$ cat config.mk
export PLATFORM = sky130hd
export DESIGN_NAME = positional_insert_array
export DESIGN_NICKNAME = d
export VERILOG_FILES = /design/src/design/pap_pkg.sv /design/src/design/positional_insert_array.sv /design/src/design/pap_mem.sv /design/src/design/pap_check.sv
export SDC_FILE = /design/constraint.sdc
export NUM_CORES = 2
export LEC_CHECK = 0
export BUFFER_PORTS_ARGS = -buffer_cell sky130_fd_sc_hd__buf_2
export CAP_MARGIN = 10
export CORE_ASPECT_RATIO = 0.5
export CORE_MARGIN = 1
export CORE_UTILIZATION = 65
export CTS_CLUSTER_DIAMETER = 40
export CTS_CLUSTER_SIZE = 20
export DETAILED_ROUTE_END_ITERATION = 12
export PLACE_DENSITY_LB_ADDON = 0.25
export SLEW_MARGIN = 15
export SYNTH_ARGS = -nofsm -noshare
export SYNTH_HDL_FRONTEND = slang
export SYNTH_SLANG_ARGS = --single-unit
export TNS_END_PERCENT = 100
$ cat constraint.sdc
create_clock -name clk -period 13.35 [get_ports clk]
set_input_delay 0.6675 -clock clk [delete_from_list [all_inputs] [get_ports clk]]
set_output_delay 0.6675 -clock clk [all_outputs]
set_load 0.02 [all_outputs]
$ cat src/design/pap_pkg.sv
// shared types, codes and sizes for the positional insert array
package pap_pkg;

    localparam int CAPACITY = 64;
    localparam int IDX_W    = $clog2(CAPACITY);
    localparam int CNT_W    = $clog2(CAPACITY + 1);
    localparam int CMP_W    = (CNT_W > 8) ? CNT_W : 8;

    localparam logic [2:0] CMD_READ   = 3'd0;
    localparam logic [2:0] CMD_AT     = 3'd1;
    localparam logic [2:0] CMD_BEFORE = 3'd2;
    localparam logic [2:0] CMD_AFTER  = 3'd3;
    localparam logic [2:0] CMD_FRONT  = 3'd4;
    localparam logic [2:0] CMD_END    = 3'd5;

    localparam logic [1:0] ST_OK    = 2'd0;
    localparam logic [1:0] ST_RANGE = 2'd1;
    localparam logic [1:0] ST_FULL  = 2'd2;

    typedef struct packed {
        logic [2:0]         cmd;
        logic signed [7:0]  position;
        logic signed [31:0] item_value;
    } in_t;

    typedef struct packed {
        logic signed [31:0] read_value;
        logic [6:0]         entry_count;
        logic [1:0]         status;
    } out_t;

    // decoded request
    typedef struct packed {
        logic             rd_ok;
        logic             ins_ok;
        logic [IDX_W-1:0] slot;
        logic [1:0]       status;
    } chk_t;

    // one write and one read per cycle
    typedef struct packed {
        logic             wr_en;
        logic [IDX_W-1:0] wr_addr;
        logic [31:0]      wr_data;
        logic             rd_en;
        logic [IDX_W-1:0] rd_addr;
    } mem_req_t;

endpackage

$ cat src/design/positional_insert_array.sv
// top level: ordered entry store with positional insert and read, one request at a time
//
// A request transfer happens at a rising edge with start high and busy low. Each
// request gives exactly one result, shown on result with done high for one cycle,
// the cycle after the request finishes; the receiver cannot stall it, so it must
// take the result in that cycle. A request that fails its index check or meets a
// full store, and an insert at the end (slot equal to the count), finishes in
// its transfer cycle. A read waits on the registered read port of the entry memory.
// An insert moves the tail above its slot up one entry per cycle through the
// memory's single read and write port pair, then writes the new value into the
// gap. busy is high while the tail moves and the new value is written. The
// store holds CAPACITY entries; entries have no reset value and only entries below
// the count are ever read.
module positional_insert_array
    import pap_pkg::*;
(
    input  logic clk,
    input  logic rst_n,
    input  logic start,
    input  in_t  request,
    output logic busy,
    output logic done,
    output out_t result
);

    localparam logic [1:0] S_IDLE  = 2'd0;
    localparam logic [1:0] S_SHIFT = 2'd1;
    localparam logic [1:0] S_PLACE = 2'd2;
    localparam logic [1:0] S_READ  = 2'd3;

    logic [1:0]       state_reg,  state_next;
    logic [CNT_W-1:0] count_reg,  count_next;
    logic [IDX_W-1:0] wr_idx_reg, wr_idx_next;
    logic [IDX_W-1:0] slot_reg,   slot_next;
    logic [31:0]      val_reg,    val_next;
    logic             done_reg,   done_next;
    out_t             result_reg, result_next;

    chk_t             chk;
    mem_req_t         mreq;
    logic [31:0]      rd_data;
    logic [IDX_W-1:0] dec_idx;
    logic             accept;
    logic [CNT_W-1:0] count_inc;

    pap_check u_check
    (
        .request (request),
        .count   (count_reg),
        .chk     (chk)
    );

    pap_mem u_mem
    (
        .clk     (clk),
        .req     (mreq),
        .rd_data (rd_data)
    );

    assign accept    = start && (state_reg == S_IDLE);
    // shared decrement and compare that walks the tail downward
    assign dec_idx   = wr_idx_reg - IDX_W'(1);
    assign count_inc = count_reg + CNT_W'(1);

    always_comb
    begin
        state_next  = state_reg;
        count_next  = count_reg;
        wr_idx_next = wr_idx_reg;
        slot_next   = slot_reg;
        val_next    = val_reg;
        done_next   = 1'b0;
        result_next = result_reg;
        mreq        = '0;
        case (state_reg)
            S_IDLE:
            begin
                if (accept)
                begin
                    slot_next = chk.slot;
                    val_next  = request.item_value;
                    if (chk.rd_ok)
                    begin
                        mreq.rd_en   = 1'b1;
                        mreq.rd_addr = chk.slot;
                        state_next   = S_READ;
                    end
                    else if (chk.ins_ok && CNT_W'(chk.slot) == count_reg)
                    begin
                        // append: no tail to move
                        mreq.wr_en              = 1'b1;
                        mreq.wr_addr            = chk.slot;
                        mreq.wr_data            = request.item_value;
                        count_next              = count_inc;
                        done_next               = 1'b1;
                        result_next.read_value  = '0;
                        result_next.entry_count = 7'(count_inc);
                        result_next.status      = ST_OK;
                    end
                    else if (chk.ins_ok)
                    begin
                        // fetch the last entry, it moves first
                        mreq.rd_en   = 1'b1;
                        mreq.rd_addr = IDX_W'(count_reg - CNT_W'(1));
                        wr_idx_next  = IDX_W'(count_reg);
                        state_next   = S_SHIFT;
                    end
                    else
                    begin
                        done_next               = 1'b1;
                        result_next.read_value  = '0;
                        result_next.entry_count = 7'(count_reg);
                        result_next.status      = chk.status;
                    end
                end
            end
            S_SHIFT:
            begin
                mreq.wr_en   = 1'b1;
                mreq.wr_addr = wr_idx_reg;
                mreq.wr_data = rd_data;
                if (dec_idx == slot_reg)
                begin
                    state_next = S_PLACE;
                end
                else
                begin
                    mreq.rd_en   = 1'b1;
                    mreq.rd_addr = dec_idx - IDX_W'(1);
                    wr_idx_next  = dec_idx;
                end
            end
            S_PLACE:
            begin
                mreq.wr_en              = 1'b1;
                mreq.wr_addr            = slot_reg;
                mreq.wr_data            = val_reg;
                count_next              = count_inc;
                done_next               = 1'b1;
                result_next.read_value  = '0;
                result_next.entry_count = 7'(count_inc);
                result_next.status      = ST_OK;
                state_next              = S_IDLE;
            end
            S_READ:
            begin
                done_next               = 1'b1;
                result_next.read_value  = rd_data;
                result_next.entry_count = 7'(count_reg);
                result_next.status      = ST_OK;
                state_next              = S_IDLE;
            end
            default:
            begin
                state_next = S_IDLE;
            end
        endcase
    end

    always_ff @(posedge clk or negedge rst_n)
    begin
        if (!rst_n)
        begin
            state_reg <= S_IDLE;
            count_reg <= '0;
            done_reg  <= 1'b0;
        end
        else
        begin
            state_reg <= state_next;
            count_reg <= count_next;
            done_reg  <= done_next;
        end
    end

    // payload registers, no reset
    always_ff @(posedge clk)
    begin
        wr_idx_reg <= wr_idx_next;
        slot_reg   <= slot_next;
        val_reg    <= val_next;
        result_reg <= result_next;
    end

    assign busy   = (state_reg != S_IDLE);
    assign done   = done_reg;
    assign result = result_reg;

    // count stays within the store
    a_count_bound: assert property (@(posedge clk) disable iff (!rst_n)
        CNT_W'(count_reg) <= CNT_W'(CAPACITY))
        else $error("count above capacity");

    // count only ever grows by one
    a_count_step: assert property (@(posedge clk) disable iff (!rst_n)
        !$stable(count_reg) |-> count_reg == $past(count_reg) + CNT_W'(1))
        else $error("count changed by other than one");

    // tail walk stays above the insertion slot
    a_shift_above_slot: assert property (@(posedge clk) disable iff (!rst_n)
        (state_reg == S_SHIFT) |-> (wr_idx_reg > slot_reg))
        else $error("shift index at or below slot");

    // read and write never hit the same entry while shifting
    a_no_rw_clash: assert property (@(posedge clk) disable iff (!rst_n)
        (state_reg == S_SHIFT && mreq.rd_en) |-> (mreq.rd_addr != mreq.wr_addr))
        else $error("read and write address clash");

    // a result only follows the place or read state or a cycle that accepted a request
    a_done_source: assert property (@(posedge clk) disable iff (!rst_n)
        done |-> ($past(state_reg) == S_PLACE || $past(state_reg) == S_READ
                  || $past(accept)))
        else $error("done without a finishing request");

endmodule

$ cat src/design/pap_mem.sv
// entry store: one write port, one registered read port
module pap_mem
    import pap_pkg::*;
(
    input  logic        clk,
    input  mem_req_t    req,
    output logic [31:0] rd_data
);

    logic [31:0] mem [CAPACITY];
    logic [31:0] rd_data_reg;

    always_ff @(posedge clk)
    begin
        if (req.wr_en)
        begin
            mem[req.wr_addr] <= req.wr_data;
        end
    end

    always_ff @(posedge clk)
    begin
        if (req.rd_en)
        begin
            rd_data_reg <= mem[req.rd_addr];
        end
    end

    assign rd_data = rd_data_reg;

endmodule

$ cat src/design/pap_check.sv
// command decode and index range check against the current count
module pap_check
    import pap_pkg::*;
(
    input  in_t              request,
    input  logic [CNT_W-1:0] count,
    output chk_t             chk
);

    logic             pos_neg;
    logic [CMP_W-1:0] pos_c;
    logic [CMP_W-1:0] cnt_c;
    logic [CMP_W-1:0] slot_c;
    logic             ins;
    logic             rd;
    logic [1:0]       st;

    always_comb
    begin
        pos_neg = request.position[7];
        pos_c   = CMP_W'(request.position[6:0]);
        cnt_c   = CMP_W'(count);
        slot_c  = '0;
        ins     = 1'b0;
        rd      = 1'b0;
        st      = ST_OK;
        case (request.cmd)
            CMD_READ:
            begin
                if (pos_neg || pos_c >= cnt_c) st = ST_RANGE;
                else
                begin
                    rd     = 1'b1;
                    slot_c = pos_c;
                end
            end
            CMD_AT:
            begin
                if (pos_neg || pos_c > cnt_c) st = ST_RANGE;
                else
                begin
                    ins    = 1'b1;
                    slot_c = pos_c;
                end
            end
            CMD_BEFORE:
            begin
                if (pos_neg || pos_c >= cnt_c) st = ST_RANGE;
                else
                begin
                    ins    = 1'b1;
                    slot_c = pos_c;
                end
            end
            CMD_AFTER:
            begin
                if (pos_neg || pos_c >= cnt_c) st = ST_RANGE;
                else
                begin
                    ins    = 1'b1;
                    slot_c = pos_c + CMP_W'(1);
                end
            end
            CMD_FRONT:
            begin
                ins    = 1'b1;
                slot_c = '0;
            end
            CMD_END:
            begin
                ins    = 1'b1;
                slot_c = cnt_c;
            end
            default:
            begin
                st = ST_RANGE;
            end
        endcase
        // index first, free space second
        if (ins && cnt_c >= CMP_W'(CAPACITY))
        begin
            ins = 1'b0;
            st  = ST_FULL;
        end
        chk.rd_ok  = rd;
        chk.ins_ok = ins;
        chk.slot   = IDX_W'(slot_c);
        chk.status = st;
    end

endmodule

==> impl_metrics.env <==
export IMPL_nNetsFinal=6136
export IMPL_dr_pass1_iters=8
export IMPL_clock_latency_ns=0.81
export IMPL_final_cell_mix="2,165 x edfxtp_1, 1,139 x nand2_1, 419 x nand3_1, 241 x a211oi_1, 210 x and3_1"
export IMPL_worstPathArrival_ns=8.85
export IMPL_die_w_microns=519.4
export IMPL_path_class="flip-flop to flip-flop"
export IMPL_cellLeakagePower_nw=31.82
export IMPL_internal_power_mw=11.92
export IMPL_switching_share=0.3278
export IMPL_pwr_density_cell_nw_per_um2=187.0
export IMPL_setup_ws_ns=5.055
export IMPL_slowest_stage="nand3_1"
export IMPL_dpl_worst_slack_ns=5.350
export IMPL_die_area_sq_um=135400
export IMPL_cpMostUsedCell="buf_4"
export IMPL_setup_viol=0
export IMPL_ctsLongestPathBuffers=3
export IMPL_post_route_period_util=0.6213
export IMPL_outcome="finished with violations"
export IMPL_period_needed_ns=8.295
export IMPL_grt_pass1_wl_mm=371.9
export IMPL_vias=57210
export IMPL_final_common_cell="edfxtp_1"
export IMPL_synth_nets=6120
export IMPL_synth_edff_count=2165
export IMPL_start_util=0.6587
export IMPL_finalHoldViolCount=0
export IMPL_seq_area_frac_synth=0.7502
export IMPL_first_iter_violations=10930
export IMPL_slew_violations=0
export IMPL_boundaryPins=89
export IMPL_skew_ns=0.04009
export IMPL_max_freq_mhz=120.6
export IMPL_clkPwrFrac=0.261
export IMPL_dp_hpwl_mm=152.0
export IMPL_endpoint_kind="flip-flop"
export IMPL_final_layout_size_suffix_gt1_frac=0.1095
export IMPL_violations="capacitance limit"
export IMPL_io_buffers=88
export IMPL_yosys_warnings=0
export IMPL_switching_power_mw=5.813
export IMPL_rsz0062_at_grt="no"
export IMPL_maxCapViolCount=1
export IMPL_post_route_drc_count=0
export IMPL_cts_sinks=2175
export IMPL_syn_inst=6054
export IMPL_cts_htree_levels=4
export IMPL_routed_wl_mm=265.2
export IMPL_hold_path_class="input pin to flip-flop"
export IMPL_place_congestion=0.9637
export IMPL_cts_buffers=144
export IMPL_p_seq_frac=0.500
export IMPL_post_cts_resized=0
export IMPL_synthFlopType="edfxtp_1"
export IMPL_largest_reg_flops=2048
export IMPL_critical_path_max_fanout=52
export IMPL_core_sq_um=132100
export IMPL_grt_use_total=0.3900
export IMPL_grt_pass1_vias=53380
export IMPL_wl_per_cell_microns=33.39
export IMPL_die_height_microns=260.7
export IMPL_worstSetupStartpointType="flip-flop"
export IMPL_synth_async_reset_ratio=0.004598
export IMPL_tightest_slew_ns=1.473
export IMPL_syn_cell_area_sq_um=87000
export IMPL_ant_nets=0
export IMPL_required_ns=13.90
export IMPL_antenna_found_initial=27
export IMPL_avgViaCountPerCell=7.204
export IMPL_grt_max_degree=144
export IMPL_vdd_drop_max_v=0.0001518
export IMPL_pwr_share_comb=0.240
export IMPL_setup_tns_ns=0
export IMPL_synth_cell_types=80
export IMPL_ys_ff_latch=2175
export IMPL_tritoncts="built"
export IMPL_syn_avg_cell_area_sq_um=14.37
export IMPL_cp_slowest_stage_delay_ns=0.95
export IMPL_crit_path_cell_trace="clkinv_1, ha_1, a21oi_1, nor2_1, o41ai_4, nand2b_2, mux2_2, nor4_4, nand3_2, a21oi_4, buf_4, nand3_1, buf_4, a221o_1, o22ai_1, nor4_1, and3_1"
export IMPL_grt_overflow_total=0
export IMPL_row_count=94
export IMPL_cts_clk_slew_worst_paths_ns=0.08
export IMPL_relSlewSlack=0.01125
export IMPL_syn_to_final_growth_pct=9.025
export IMPL_root_buffer="clkbuf_16"
==> synth_stat cells (12+ instances only) <==
cell type | n | area (sq um)
nand2_1 | 1139 | 4275
a211oi_1 | 241 | 1809
a221oi_1 | 30 | 262.8
o21ai_1 | 20 | 100.1
a311oi_1 | 46 | 402.9
a21oi_1 | 198 | 991.0
nand3_1 | 419 | 2097
edfxtp_1 | 2165 | 65010
a22oi_1 | 26 | 195.2
mux2i_1 | 165 | 1652
inv_1 | 17 | 63.81
a221o_1 | 20 | 200.2
ha_1 | 20 | 250.2
xnor2_1 | 16 | 140.1
a222oi_1 | 37 | 370.4
a31oi_1 | 158 | 988.5
a21o_1 | 13 | 97.59
mux4_2 | 40 | 900.9
o21ai_0 | 49 | 245.2
buf_1 | 38 | 142.6
o22ai_1 | 85 | 531.8
nor2_1 | 250 | 938.4
nor3_1 | 40 | 200.2
clkbuf_1 | 203 | 762.0
and2_1 | 41 | 256.5
a32oi_1 | 17 | 148.9
buf_2 | 133 | 665.6
buf_6 | 12 | 135.1
and3_1 | 210 | 1314
nor4_1 | 35 | 219.0
buf_4 | 20 | 150.1
==> per-stage QoR <==
stage	hold WS, ns	util	cells	power, mW	instance area, sq um
after floorplan	0.3719	-	6054	11.13	87000
after global placement	0.5452	0.6829	7699	12.89	90200
after detailed placement	0.5547	0.6829	7699	13.02	90200
after CTS	0.01321	0.7178	7933	17.49	94810
after global routing	0.05275	0.7179	7933	18.06	94830
final	0.06175	0.7181	7942	17.73	94850
==> routing by layer <==
layer / part of all wire / vias to the layer above / track usage
met1: 0.35 / 28030 / 0.5442
met2: 0.42 / 5173 / 0.5499
met3: 0.18 / 783 / 0.1496
li1: - / 23200 / -
met5: 0.00086 / - / 0
met4: 0.045 / 32 / 0.1722
==> power groups by stage <==
| stage | clock, mW | sequential [mW] | combinational, mW |
|---|---|---|---|
| 6_report | 4.62 | 8.86 | 4.25 |
| 5_1_grt | 4.83 | 8.88 | 4.36 |
| 4_1_cts | 4.61 | 8.85 | 4.04 |
| 3_5_place_dp | 0 | 9.00 | 4.02 |
| 3_3_place_gp | 0 | 8.98 | 3.91 |
| 2_1_floorplan | 0 | 9.04 | 2.09 |
==> logic make-up after synthesis <==
family                   synth area share
adder cells (fa/ha/maj)          0.002876
AO/OA/AOI/OAI                     0.07827
AND/OR/NAND/NOR                    0.1140
buffers and inverters             0.02236
XOR/XNOR                         0.002675
flip-flops                         0.7502
multiplexers                      0.02960
==> worst max-delay path: cells and delay by family, from the launching register on <==
kind	cells	cell delay, ns
adder cells (fa/ha/maj)	1	0.40
AO/OA/AOI/OAI	5	2.44
AND/OR/NAND/NOR	7	2.51
multiplexers	1	0.37
buffers and inverters	3	1.68
flip-flops	1	0.55
==> final cells by class <==
class / count / area (sq um)
sequential: 2175 / 65260
timing repair buffer: 277 / 1974
antenna: 9 / 22.52
clock inverter: 75 / 838.3
clock buffer: 158 / 3762
multi-input combinational: 3452 / 20690
tap: 1776 / 2222
inverter: 20 / 75.07
fill: 8090 / 37230
==> final timing paths <==
check                           slack, ns                     start                         end  cells after the start
worst max-delay path                 5.06  count_reg[4]$_DFFE_PN0P_  u_mem.rd_data[5]$_DFFE_PP_                     17
worst min-delay path                 0.06                request[8]        val_reg[8]$_DFFE_PP_                      1
worst max register to register       5.06  count_reg[4]$_DFFE_PN0P_  u_mem.rd_data[5]$_DFFE_PP_                     17
worst min register to register       0.60  count_reg[6]$_DFFE_PN0P_         result[1]$_DFFE_PP_                      1
max in group asynchronous           12.86                     rst_n    state_reg[1]$_DFFE_PN0P_                      2
min in group asynchronous            0.28                     rst_n    state_reg[0]$_DFFE_PN0P_                      2
==> what timing repair did <==
action / 4_1_cts / 5_1_grt
setup endpoints to repair: 0 / 0
hold buffers: 1 / 0
hold endpoints to repair: 10 / 0
setup buffers: 0 / 0
No activity file was read; power rests on OpenSTA's default activity.
